<file path="src/sv/stq_pkg.sv">
// Package for the sorted timer queue: item structs, command and status codes,
// and the control and status structs between controller and datapath.
// No dependencies.
package stq_pkg;

  localparam int CMD_W    = 2;
  localparam int JOB_W    = 8;
  localparam int TIME_W   = 32;
  localparam int STATUS_W = 3;
  localparam int OCC_W    = 5;

  // At most this many entries leave the queue on one tick.
  localparam int MAX_POPS = 16;
  localparam int POP_CW   = $clog2(MAX_POPS);

  localparam logic [CMD_W-1:0] CMD_SCHEDULE = 2'd0;
  localparam logic [CMD_W-1:0] CMD_CANCEL   = 2'd1;
  localparam logic [CMD_W-1:0] CMD_TICK     = 2'd2;
  localparam logic [CMD_W-1:0] CMD_NONE     = 2'd3;

  localparam logic [STATUS_W-1:0] ST_SCHEDULED = 3'd0;
  localparam logic [STATUS_W-1:0] ST_FULL      = 3'd1;
  localparam logic [STATUS_W-1:0] ST_CANCELLED = 3'd2;
  localparam logic [STATUS_W-1:0] ST_NOT_FOUND = 3'd3;
  localparam logic [STATUS_W-1:0] ST_EXPIRED   = 3'd4;
  localparam logic [STATUS_W-1:0] ST_NOTHING   = 3'd5;

  typedef struct packed {
    logic [CMD_W-1:0]  cmd;
    logic [JOB_W-1:0]  job_id;
    logic [TIME_W-1:0] deadline;
    logic [TIME_W-1:0] now_time;
  } in_item_t;

  typedef struct packed {
    logic [STATUS_W-1:0] status;
    logic [JOB_W-1:0]    out_job;
    logic [TIME_W-1:0]   out_deadline;
    logic [OCC_W-1:0]    occupancy;
    logic                last;
  } out_item_t;

  // Commands from the controller to the datapath.
  typedef struct packed {
    logic                load_req;
    logic                do_remove;
    logic                do_insert;
    logic                do_pop;
    logic                out_load;
    logic [STATUS_W-1:0] out_status;
    logic                out_last;
  } ctrl_cmd_t;

  // Status from the datapath to the controller.
  typedef struct packed {
    logic found;
    logic full;
    logic due0;
    logic due1;
  } dp_status_t;

endpackage

</file>
<file path="src/sv/sorted_timer_queue_unit.sv">
// Sorted timer queue: a schedule runs a remove pass and then an insert pass
// over the cell chain, a cancel a remove step, and a tick pops one expired
// entry per cycle (up to 16) while the output is not stalled. The input
// stalls until a command's result is loaded; a waiting result stalls the next.
// Reset empties the queue (fill count cleared); entry cells are not cleared.
// Top level: instantiates stq_ctrl and stq_datapath; depends on stq_pkg.
module sorted_timer_queue_unit #(
  parameter int QUEUE_DEPTH = 16
) (
  input  logic               clk,
  input  logic               rst_n,
  input  logic               in_valid,
  output logic               in_stall,
  input  stq_pkg::in_item_t  in_data,
  output logic               out_valid,
  input  logic               out_stall,
  output stq_pkg::out_item_t out_data
);
  import stq_pkg::*;

  ctrl_cmd_t  cmd;
  dp_status_t dp_st;

  stq_ctrl u_ctrl (
    .clk       (clk),
    .rst_n     (rst_n),
    .in_valid  (in_valid),
    .in_cmd    (in_data.cmd),
    .in_stall  (in_stall),
    .out_valid (out_valid),
    .out_stall (out_stall),
    .dp_st     (dp_st),
    .cmd       (cmd)
  );

  stq_datapath #(
    .QUEUE_DEPTH (QUEUE_DEPTH)
  ) u_dp (
    .clk      (clk),
    .rst_n    (rst_n),
    .in_data  (in_data),
    .cmd      (cmd),
    .dp_st    (dp_st),
    .out_data (out_data)
  );

endmodule

</file>
<file path="src/sv/stq_ctrl.sv">
// Controller of the sorted timer queue: sequences remove, insert and pop
// steps and owns the handshake flags. Depends on stq_pkg.
module stq_ctrl (
  input  logic                    clk,
  input  logic                    rst_n,
  input  logic                    in_valid,
  input  logic [stq_pkg::CMD_W-1:0] in_cmd,
  output logic                    in_stall,
  output logic                    out_valid,
  input  logic                    out_stall,
  input  stq_pkg::dp_status_t     dp_st,
  output stq_pkg::ctrl_cmd_t      cmd
);
  import stq_pkg::*;

  typedef enum logic [4:0] {
    S_IDLE   = 5'b00001,
    S_REMOVE = 5'b00010,
    S_INSERT = 5'b00100,
    S_CANCEL = 5'b01000,
    S_POP    = 5'b10000
  } state_t;

  state_t              state_r, state_nxt;
  logic [POP_CW-1:0]   pop_cnt_r, pop_cnt_nxt;
  logic                out_valid_r, out_valid_nxt;
  logic                out_free;
  logic                pop_last;

  // The output register can take a new result when empty or being drained.
  assign out_free  = !out_valid_r || !out_stall;
  assign pop_last  = (pop_cnt_r == POP_CW'(MAX_POPS - 1)) || !dp_st.due1;
  assign in_stall  = (state_r != S_IDLE);
  assign out_valid = out_valid_r;

  always_comb begin
    state_nxt   = state_r;
    pop_cnt_nxt = pop_cnt_r;
    cmd         = '0;
    case (state_r)
      S_IDLE: begin
        pop_cnt_nxt = '0;
        if (in_valid) begin
          cmd.load_req = 1'b1;
          case (in_cmd)
            CMD_SCHEDULE: state_nxt = S_REMOVE;
            CMD_CANCEL:   state_nxt = S_CANCEL;
            CMD_TICK:     state_nxt = S_POP;
            default:      state_nxt = S_IDLE;
          endcase
        end
      end
      S_REMOVE: begin
        // A reschedule drops the old entry before the insert.
        cmd.do_remove = 1'b1;
        state_nxt     = S_INSERT;
      end
      S_INSERT: begin
        if (out_free) begin
          cmd.out_load = 1'b1;
          cmd.out_last = 1'b1;
          if (dp_st.full) begin
            cmd.out_status = ST_FULL;
          end else begin
            cmd.do_insert  = 1'b1;
            cmd.out_status = ST_SCHEDULED;
          end
          state_nxt = S_IDLE;
        end
      end
      S_CANCEL: begin
        if (out_free) begin
          cmd.do_remove  = 1'b1;
          cmd.out_load   = 1'b1;
          cmd.out_last   = 1'b1;
          cmd.out_status = dp_st.found ? ST_CANCELLED : ST_NOT_FOUND;
          state_nxt      = S_IDLE;
        end
      end
      S_POP: begin
        if (out_free) begin
          cmd.out_load = 1'b1;
          if (dp_st.due0) begin
            cmd.do_pop     = 1'b1;
            cmd.out_status = ST_EXPIRED;
            cmd.out_last   = pop_last;
            pop_cnt_nxt    = pop_cnt_r + 1'b1;
            if (pop_last) begin
              state_nxt = S_IDLE;
            end
          end else begin
            // Only reached on the first step of a tick: nothing was due.
            cmd.out_status = ST_NOTHING;
            cmd.out_last   = 1'b1;
            state_nxt      = S_IDLE;
          end
        end
      end
      default: begin
        state_nxt = S_IDLE;
      end
    endcase
  end

  always_comb begin
    if (cmd.out_load) begin
      out_valid_nxt = 1'b1;
    end else if (out_stall) begin
      out_valid_nxt = out_valid_r;
    end else begin
      out_valid_nxt = 1'b0;
    end
  end

  always_ff @(posedge clk) begin
    if (!rst_n) begin
      state_r     <= S_IDLE;
      pop_cnt_r   <= '0;
      out_valid_r <= 1'b0;
    end else begin
      state_r     <= state_nxt;
      pop_cnt_r   <= pop_cnt_nxt;
      out_valid_r <= out_valid_nxt;
    end
  end

endmodule

</file>
<file path="src/sv/stq_datapath.sv">
// Datapath of the sorted timer queue: a chain of entry cells that compare
// and shift in parallel, the fill count, the request and result registers.
// Depends on stq_pkg.
module stq_datapath #(
  parameter int QUEUE_DEPTH = 16
) (
  input  logic                clk,
  input  logic                rst_n,
  input  stq_pkg::in_item_t   in_data,
  input  stq_pkg::ctrl_cmd_t  cmd,
  output stq_pkg::dp_status_t dp_st,
  output stq_pkg::out_item_t  out_data
);
  import stq_pkg::*;

  localparam int CW = $clog2(QUEUE_DEPTH + 1);

  logic [JOB_W-1:0]  ids_r [QUEUE_DEPTH];
  logic [JOB_W-1:0]  ids_nxt [QUEUE_DEPTH];
  logic [TIME_W-1:0] dls_r [QUEUE_DEPTH];
  logic [TIME_W-1:0] dls_nxt [QUEUE_DEPTH];
  logic [CW-1:0]     count_r, count_nxt;
  in_item_t          req_r;
  out_item_t         out_r, out_nxt;

  logic [QUEUE_DEPTH-1:0] in_use;
  logic [QUEUE_DEPTH-1:0] hit;
  logic [QUEUE_DEPTH-1:0] le;
  logic [QUEUE_DEPTH-1:0] shift;

  // Per-cell compares. Entries are sorted, so le is a run of ones from the
  // head and the new entry goes into the first cell where it drops.
  always_comb begin
    for (int i = 0; i < QUEUE_DEPTH; i++) begin
      in_use[i] = (CW'(i) < count_r);
      hit[i]    = in_use[i] && (ids_r[i] == req_r.job_id);
      le[i]     = in_use[i] && (dls_r[i] <= req_r.deadline);
    end
    for (int i = 0; i < QUEUE_DEPTH; i++) begin
      shift[i] = 1'b0;
      for (int j = 0; j <= i; j++) begin
        shift[i] = shift[i] | hit[j];
      end
    end
  end

  assign dp_st.found = |hit;
  assign dp_st.full  = (count_r == CW'(QUEUE_DEPTH));
  assign dp_st.due0  = (count_r != '0) && (dls_r[0] <= req_r.now_time);
  assign dp_st.due1  = (count_r > CW'(1)) && (dls_r[1] <= req_r.now_time);

  always_comb begin
    for (int i = 0; i < QUEUE_DEPTH; i++) begin
      ids_nxt[i] = ids_r[i];
      dls_nxt[i] = dls_r[i];
    end
    // Removal and pop close the gap by moving later cells one place down.
    for (int i = 0; i < QUEUE_DEPTH - 1; i++) begin
      if ((cmd.do_remove && shift[i]) || cmd.do_pop) begin
        ids_nxt[i] = ids_r[i+1];
        dls_nxt[i] = dls_r[i+1];
      end
    end
    if (cmd.do_insert && !le[0]) begin
      ids_nxt[0] = req_r.job_id;
      dls_nxt[0] = req_r.deadline;
    end
    for (int i = 1; i < QUEUE_DEPTH; i++) begin
      if (cmd.do_insert && !le[i]) begin
        if (le[i-1]) begin
          ids_nxt[i] = req_r.job_id;
          dls_nxt[i] = req_r.deadline;
        end else begin
          ids_nxt[i] = ids_r[i-1];
          dls_nxt[i] = dls_r[i-1];
        end
      end
    end
  end

  always_comb begin
    count_nxt = count_r;
    if (cmd.do_remove && dp_st.found) begin
      count_nxt = count_r - 1'b1;
    end else if (cmd.do_pop) begin
      count_nxt = count_r - 1'b1;
    end else if (cmd.do_insert) begin
      count_nxt = count_r + 1'b1;
    end
  end

  always_comb begin
    out_nxt.status    = cmd.out_status;
    out_nxt.last      = cmd.out_last;
    out_nxt.occupancy = OCC_W'(count_nxt);
    case (cmd.out_status)
      ST_SCHEDULED, ST_FULL: begin
        out_nxt.out_job      = req_r.job_id;
        out_nxt.out_deadline = req_r.deadline;
      end
      ST_CANCELLED, ST_NOT_FOUND: begin
        out_nxt.out_job      = req_r.job_id;
        out_nxt.out_deadline = '0;
      end
      ST_EXPIRED: begin
        out_nxt.out_job      = ids_r[0];
        out_nxt.out_deadline = dls_r[0];
      end
      default: begin
        out_nxt.out_job      = '0;
        out_nxt.out_deadline = '0;
      end
    endcase
  end

  always_ff @(posedge clk) begin
    if (!rst_n) begin
      count_r <= '0;
    end else begin
      count_r <= count_nxt;
    end
  end

  always_ff @(posedge clk) begin
    for (int i = 0; i < QUEUE_DEPTH; i++) begin
      ids_r[i] <= ids_nxt[i];
      dls_r[i] <= dls_nxt[i];
    end
    if (cmd.load_req) begin
      req_r <= in_data;
    end
    if (cmd.out_load) begin
      out_r <= out_nxt;
    end
  end

  assign out_data = out_r;

endmodule

</file>
<file path="config.mk">
export PLATFORM = sky130hd
export DESIGN_NAME = sorted_timer_queue_unit
export DESIGN_NICKNAME = d
export VERILOG_FILES = /design/src/sv/stq_pkg.sv /design/src/sv/sorted_timer_queue_unit.sv /design/src/sv/stq_ctrl.sv /design/src/sv/stq_datapath.sv
export SDC_FILE = /design/constraint.sdc
export NUM_CORES = 2
export LEC_CHECK = 0
export ABC_CLOCK_PERIOD_IN_PS = 5400
export BUFFER_PORTS_ARGS = -buffer_cell sky130_fd_sc_hd__buf_2
export CAP_MARGIN = 20
export CORE_MARGIN = 1.5
export CORE_UTILIZATION = 35
export CTS_CLUSTER_SIZE = 20
export DETAILED_ROUTE_END_ITERATION = 6
export PLACE_DENSITY = 0.51
export SYNTH_ARGS = -nofsm -noshare
export SYNTH_HDL_FRONTEND = slang
export SYNTH_SLANG_ARGS = --single-unit
</file>
<file path="constraint.sdc">
create_clock -name clk -period 5.4 [get_ports clk]
set_input_delay 0 -clock clk [delete_from_list [all_inputs] [get_ports clk]]
set_output_delay 0 -clock clk [all_outputs]
set_load 0.05 [all_outputs]
</file>
; ---- Word level (Yosys, flattened, before mapping)
; Memories as Yosys holds them, arrays and structs flattened.
; Cells that the tools add are included.
[classes]
n_addsub = 3
n_lt_le_gt_ge = 35
eq_ne = 36
n_mux = 124
n_bitwise = 14
n_reduce_logical = 112
[ops]
columns = operator, n
row1 = 2-to-1 mux 32 bit, 46
row2 = <= comparator 32 bit, 18
row3 = 2-to-1 mux 8 bit, 46
row4 = == test 8 bit, 16
row5 = case mux 40 bit (3 select lines), 1
row6 = logical AND 1 bit, 66
row7 = 2-to-1 mux 5 bit, 10
row8 = less-than comparator 4 x 5 -> 1 bit (first input constant), 8
row9 = case mux 5 bit (3 select lines), 2
row10 = less-than comparator 3 x 5 -> 1 bit (first input constant), 4
row11 = case mux 5 bit (4 select lines), 1
row12 = logical NOT 1 bit, 19
row13 = logical OR 1 bit, 17
row14 = OR reduction 16 bit, 1
row15 = bitwise OR 1 bit, 14
row16 = 2-to-1 mux 1 bit, 12
row17 = == test 5 bit (second input constant), 2
row18 = less-than comparator 1 x 5 -> 1 bit (first input constant), 2
row19 = less-than comparator 2 x 5 -> 1 bit (first input constant), 2
row20 = 2-to-1 mux 4 bit, 2
row21 = case mux 4 bit (2 select lines), 1
row22 = == test 3 x 2 -> 1 bit (second input constant), 2
row23 = 2-to-1 mux 6 bit, 1
row24 = inequality test 2 x 1 -> 1 bit (second input constant), 3
row25 = 25 further kinds, 28
[totals]
register_bits = 136
ramBits = 640
inputBits = 78
output_inout_bits = 51
wordCells = 338
memories = 2
[memory_table]
columns = name, depth, width, read_ports, rd_ports_with_merged_regs, write_ports, line_no
row1 = u_dp.dls_r, 16, 32, 16, 0, 16, stq_datapath.sv:20  ; logic [TIME_W-1:0] dls_r [QUEUE_DEPTH];
row2 = u_dp.ids_r, 16, 8, 16, 0, 16, stq_datapath.sv:18  ; logic [JOB_W-1:0] ids_r [QUEUE_DEPTH];

; ---- Logic depth before layout (Yosys ltp)
; An unclocked memory read counts as a cell.
[depth]
depth_word = 21
depth_mapped = 13

; ---- Hierarchy
; From an unflattened synthesis, not the netlist that was laid out.
[hier_totals]
cells_unflattened = 5078
hier_area_um2 = 53442.5
[modules_own_cells]
columns = module, n_inst, cells_per_inst, area_each_um2, seq_area_each_um2
row1 = stq_datapath, 1, 4998, 52810.6, 22952.0
row2 = stq_ctrl, 1, 80, 631.9, 200.2

; ---- Worst setup path after synthesis
; Ideal clock, no wire load.
[synth_timing]
path_type = register -> register
start = register u_dp.req_r[53] (netlist name)
end = memory u_dp.dls_r[5][0], in the netlist u_dp.dls_r[0][160], enable pin
setup_time_ns = 0.634
arrival_ns = 3.816
slack_ns = 0.951
stages_incl_launch_ff = 12
period_less_slack_ns = 4.449
cell_sequence = edfxtp_1 -> inv_1 -> ha_1 -> a21o_1 -> a21o_1 -> a221o_1 -> o21a_1 -> a211o_1 -> o21ai_2 -> or2_2 -> clkbuf_1 -> nand3_1
[synth_rtl]
columns = element, line_no
row1 = to (decl), stq_datapath.sv:20

==> impl_metrics.ini <==
[power]
ir_drop_uv = 291.5
total_power_uw = 14870
p_leak_uw = 0.02393
power_density_nw_per_um2 = 243.4

[logic_synthesis]
synth_top_family_by_area = compound AO/OA/AOI/OAI gates
ys_async_sr_fraction_pct = 0
synth_fa_ha_area_share_pct = 13.71
synth_enable_flop_cells = 761
synth_nets = 5548
ys_ff_latch = 776
synthSimpleGateAreaFrac_pct = 8.689
synth.yosys.seq_area_share_pct = 43.68
synth-compound-area-share_pct = 15.20
ys.flop_type = edfxtp_1
synth_xor_area_share_pct = 2.214
yosysUniqueCellTypes = 73
yosysWarnings = 0
synth_cells = 4889
syn_area_um2 = 53010
synth.area.mux_share_pct = 12.91
avgSynthCellArea_um2 = 10.84

[cells_and_area]
drive_gt1_share_pct = 15.46
final_nets = 5783
final_cell_mix = edfxtp_1, ha_1, o21ai_0, mux2i_1, mux2_2
area_delta_synth_final_pct = 15.19
fill_cells = 14690
final_common_cell = edfxtp_1

[clock_network]
worst_setup_hold_path_clk_slew_ns = 0.06
hold_buffers = 142
cts_setup_buffers = 0
numClockSinks = 776
cts_resized = 0
clk_path_buf_depth = 3
cts_htree_levels = 3
cts_tree = yes
cts_made_buffers = 97
clkLatencyLatePin_ns = 0.72
cts-root-buf = clkbuf_16

[sta]
rsz0062_at_grt = false
max_slew.worst_pin.slew_ns = 1.196
hold_violations = 0
setup_viol = 0
finalCriticalPeriod_ns = 4.932
max-slew-margin-rel_pct = 19.87
min_period_over_period_pct = 91.34
slew_violations = 0
tns_ns = 0
fin_skew_ns = 0.03056
fmax_mhz = 202.8

[global_route]
gr-max-usage-layer = met2
overflow = 0
met3_usage_pct = 2.256
met1_usage_pct = 29.84
use_met2_pct = 37.93
antenna_found_initial = 2
grt_pass1_wl_mm = 262.9
track_usage_pct = 22.26
grt_max_degree = 81
first_global_vias = 41600

[status]
outcome = complete, no violations

[setup_path]
critical_path_class = flop to flop
r2r_start = u_dp.req_r[63]
start_kind = flop
required_ns = 5.86
cp_max_fo = 80
worst_r2r_endpoint = u_dp.ids_r[0][48]
reg2regPathDepth = 13
arrival_ns = 5.39
endpoint_kind = flop
r2r_setup_slack_ns = 0.47

[hold_path]
min-delay-start = in_data[44]
holdPathStages = 2
min_to = u_dp.req_r[44]
hold_class = input pin to flop

[floorplan]
fp.dieH_um = 392.2
io_pins = 129
die_w_um = 392.2
core_um2 = 150100
initial_core_util_pct = 35.31
fp-row-count = 142
dieArea_um2 = 153800

[placement]
hpwl_mm = 131.5
gp_congestion = 0.8788
port_buffers = 128

[flow_run]
drv_cap = 0

[routing]
via_count = 40900
drt-total-wl_mm = 174.0
wl_per_cell_um = 24.11
first_iter_violations = 2948
vias_per_cell = 5.667
drt_first_pass_iters = 6
drc_errors = 0
ant_nets = 0
## critical path, cell delays in order (launching register included)
cell and delay (ns):
edfxtp_1 0.33, buf_4 0.22, inv_1 0.23, buf_4 0.26
ha_1 0.33, nand4_1 0.09, nor2_1 0.44, nand3_1 0.26
nor4_1 0.95, nand2_1 0.22, o21ai_4 0.12, buf_4 0.75
mux2i_1 0.29, o21ai_0 0.11
## metal layers
metal	vias to the layer above	wire length [um]	part of all wire (%)
met5	-	0	0
met3	202	6928	4.0
met1	20490	78680	45
met4	0	4221	2.4
met2	891	84180	48
li1	19320	-	-
## Yosys cell counts (all sizes together) (6+ instances only)
library cell / count / area share, %
a211oi: 25 / 0.36
nor3: 54 / 0.52
inv: 139 / 0.98
buf: 98 / 1.0
nand3: 184 / 1.7
mux2: 297 / 6.4
edfxtp: 761 / 43
xnor2: 84 / 1.4
nand4: 125 / 1.5
a211o: 9 / 0.15
a31oi: 170 / 2.0
clkbuf: 221 / 1.6
or3: 12 / 0.14
and3: 10 / 0.12
o21a: 40 / 0.57
nor4: 34 / 0.40
a2111oi: 9 / 0.15
o31a: 45 / 0.74
and4: 10 / 0.17
xor2: 50 / 0.83
mux2i: 347 / 6.6
o22ai: 12 / 0.15
a221o: 7 / 0.13
nor2b: 39 / 0.46
o21ai: 547 / 5.2
dfxtp: 15 / 0.57
nor2: 206 / 1.5
a221oi: 7 / 0.14
ha: 581 / 14
nand2: 226 / 1.6
o31ai: 11 / 0.18
and2: 11 / 0.13
a21o: 110 / 1.6
a21oi: 271 / 2.6
or2: 9 / 0.11
nand2b: 17 / 0.20
a22o: 32 / 0.53
o211ai: 24 / 0.34
o2111ai: 6 / 0.099
## through the flow
step	setup WS (ns)	hold WS [ns]	utilization, %	instances	area, um2
floorplan	0.9509	0.07807	-	4889	53010
global placement	0.6854	0.1778	37.62	6894	56480
detailed placement	0.6697	0.1781	37.62	6894	56480
CTS	0.6553	0.002170	40.62	7211	60980
global route	0.3800	0.03618	40.67	7217	61060
finish	0.4678	0.04657	40.67	7217	61060
## area by class of cell
class	instances	area, um2	area share (%)
multi-input cells	3655	28230	46.23
flip-flops and latches	776	23150	37.92
repair buffers	455	3556	5.824
clock buffers	121	2560	4.192
well taps	2016	2522	4.131
inverters	139	524.3	0.8586
clock inverters	54	515.5	0.8442
diodes	1	2.502	0.004098
## how the worst max path moves through the flow
stage                            from                  to  slack, ns  cells after the start
global route           u_dp.req_r[63]  u_dp.dls_r[0][209]       0.38                     13
CTS                 u_dp.dls_r[0][25]  u_dp.dls_r[0][246]       0.66                      8
detailed placement  u_dp.dls_r[0][25]  u_dp.dls_r[0][233]       0.67                      8
floorplan              u_dp.req_r[53]  u_dp.dls_r[0][160]       0.95                     11
finish                 u_dp.req_r[63]   u_dp.ids_r[0][48]       0.47                     13
global placement    u_dp.dls_r[0][25]  u_dp.dls_r[0][232]       0.69                      8
## logic make-up (layout without fill, tap and decap cells)
kind of cell    Yosys count  in the layout
fa+ha+maj               581            581
simple gates            948            948
other cells               0              1
buf+inv                 458            769
xor+xnor                134            134
compound gates         1348           1348
mux                     644            644
flops                   776            776
## report_power, final
group | total [uW] | leakage [uW] | switching [uW] | internal [uW]
logic | 1620 | 0.0154 | 1010 | 610
registers | 6670 | 0.00699 | 56.9 | 6620
clock network | 6570 | 0.00152 | 2790 | 3780
## registers in the layout (all words and copies together) (netlist names)
signal,cells
u_dp.out_data,49
u_dp.req_r,72
u_ctrl.out_valid,1
u_ctrl.state_r,5
u_dp.dls_r,512
u_ctrl.pop_cnt_r,4
u_dp.count_r,5
u_dp.ids_r,128
Note: power is estimated with default switching activity, not from simulation.
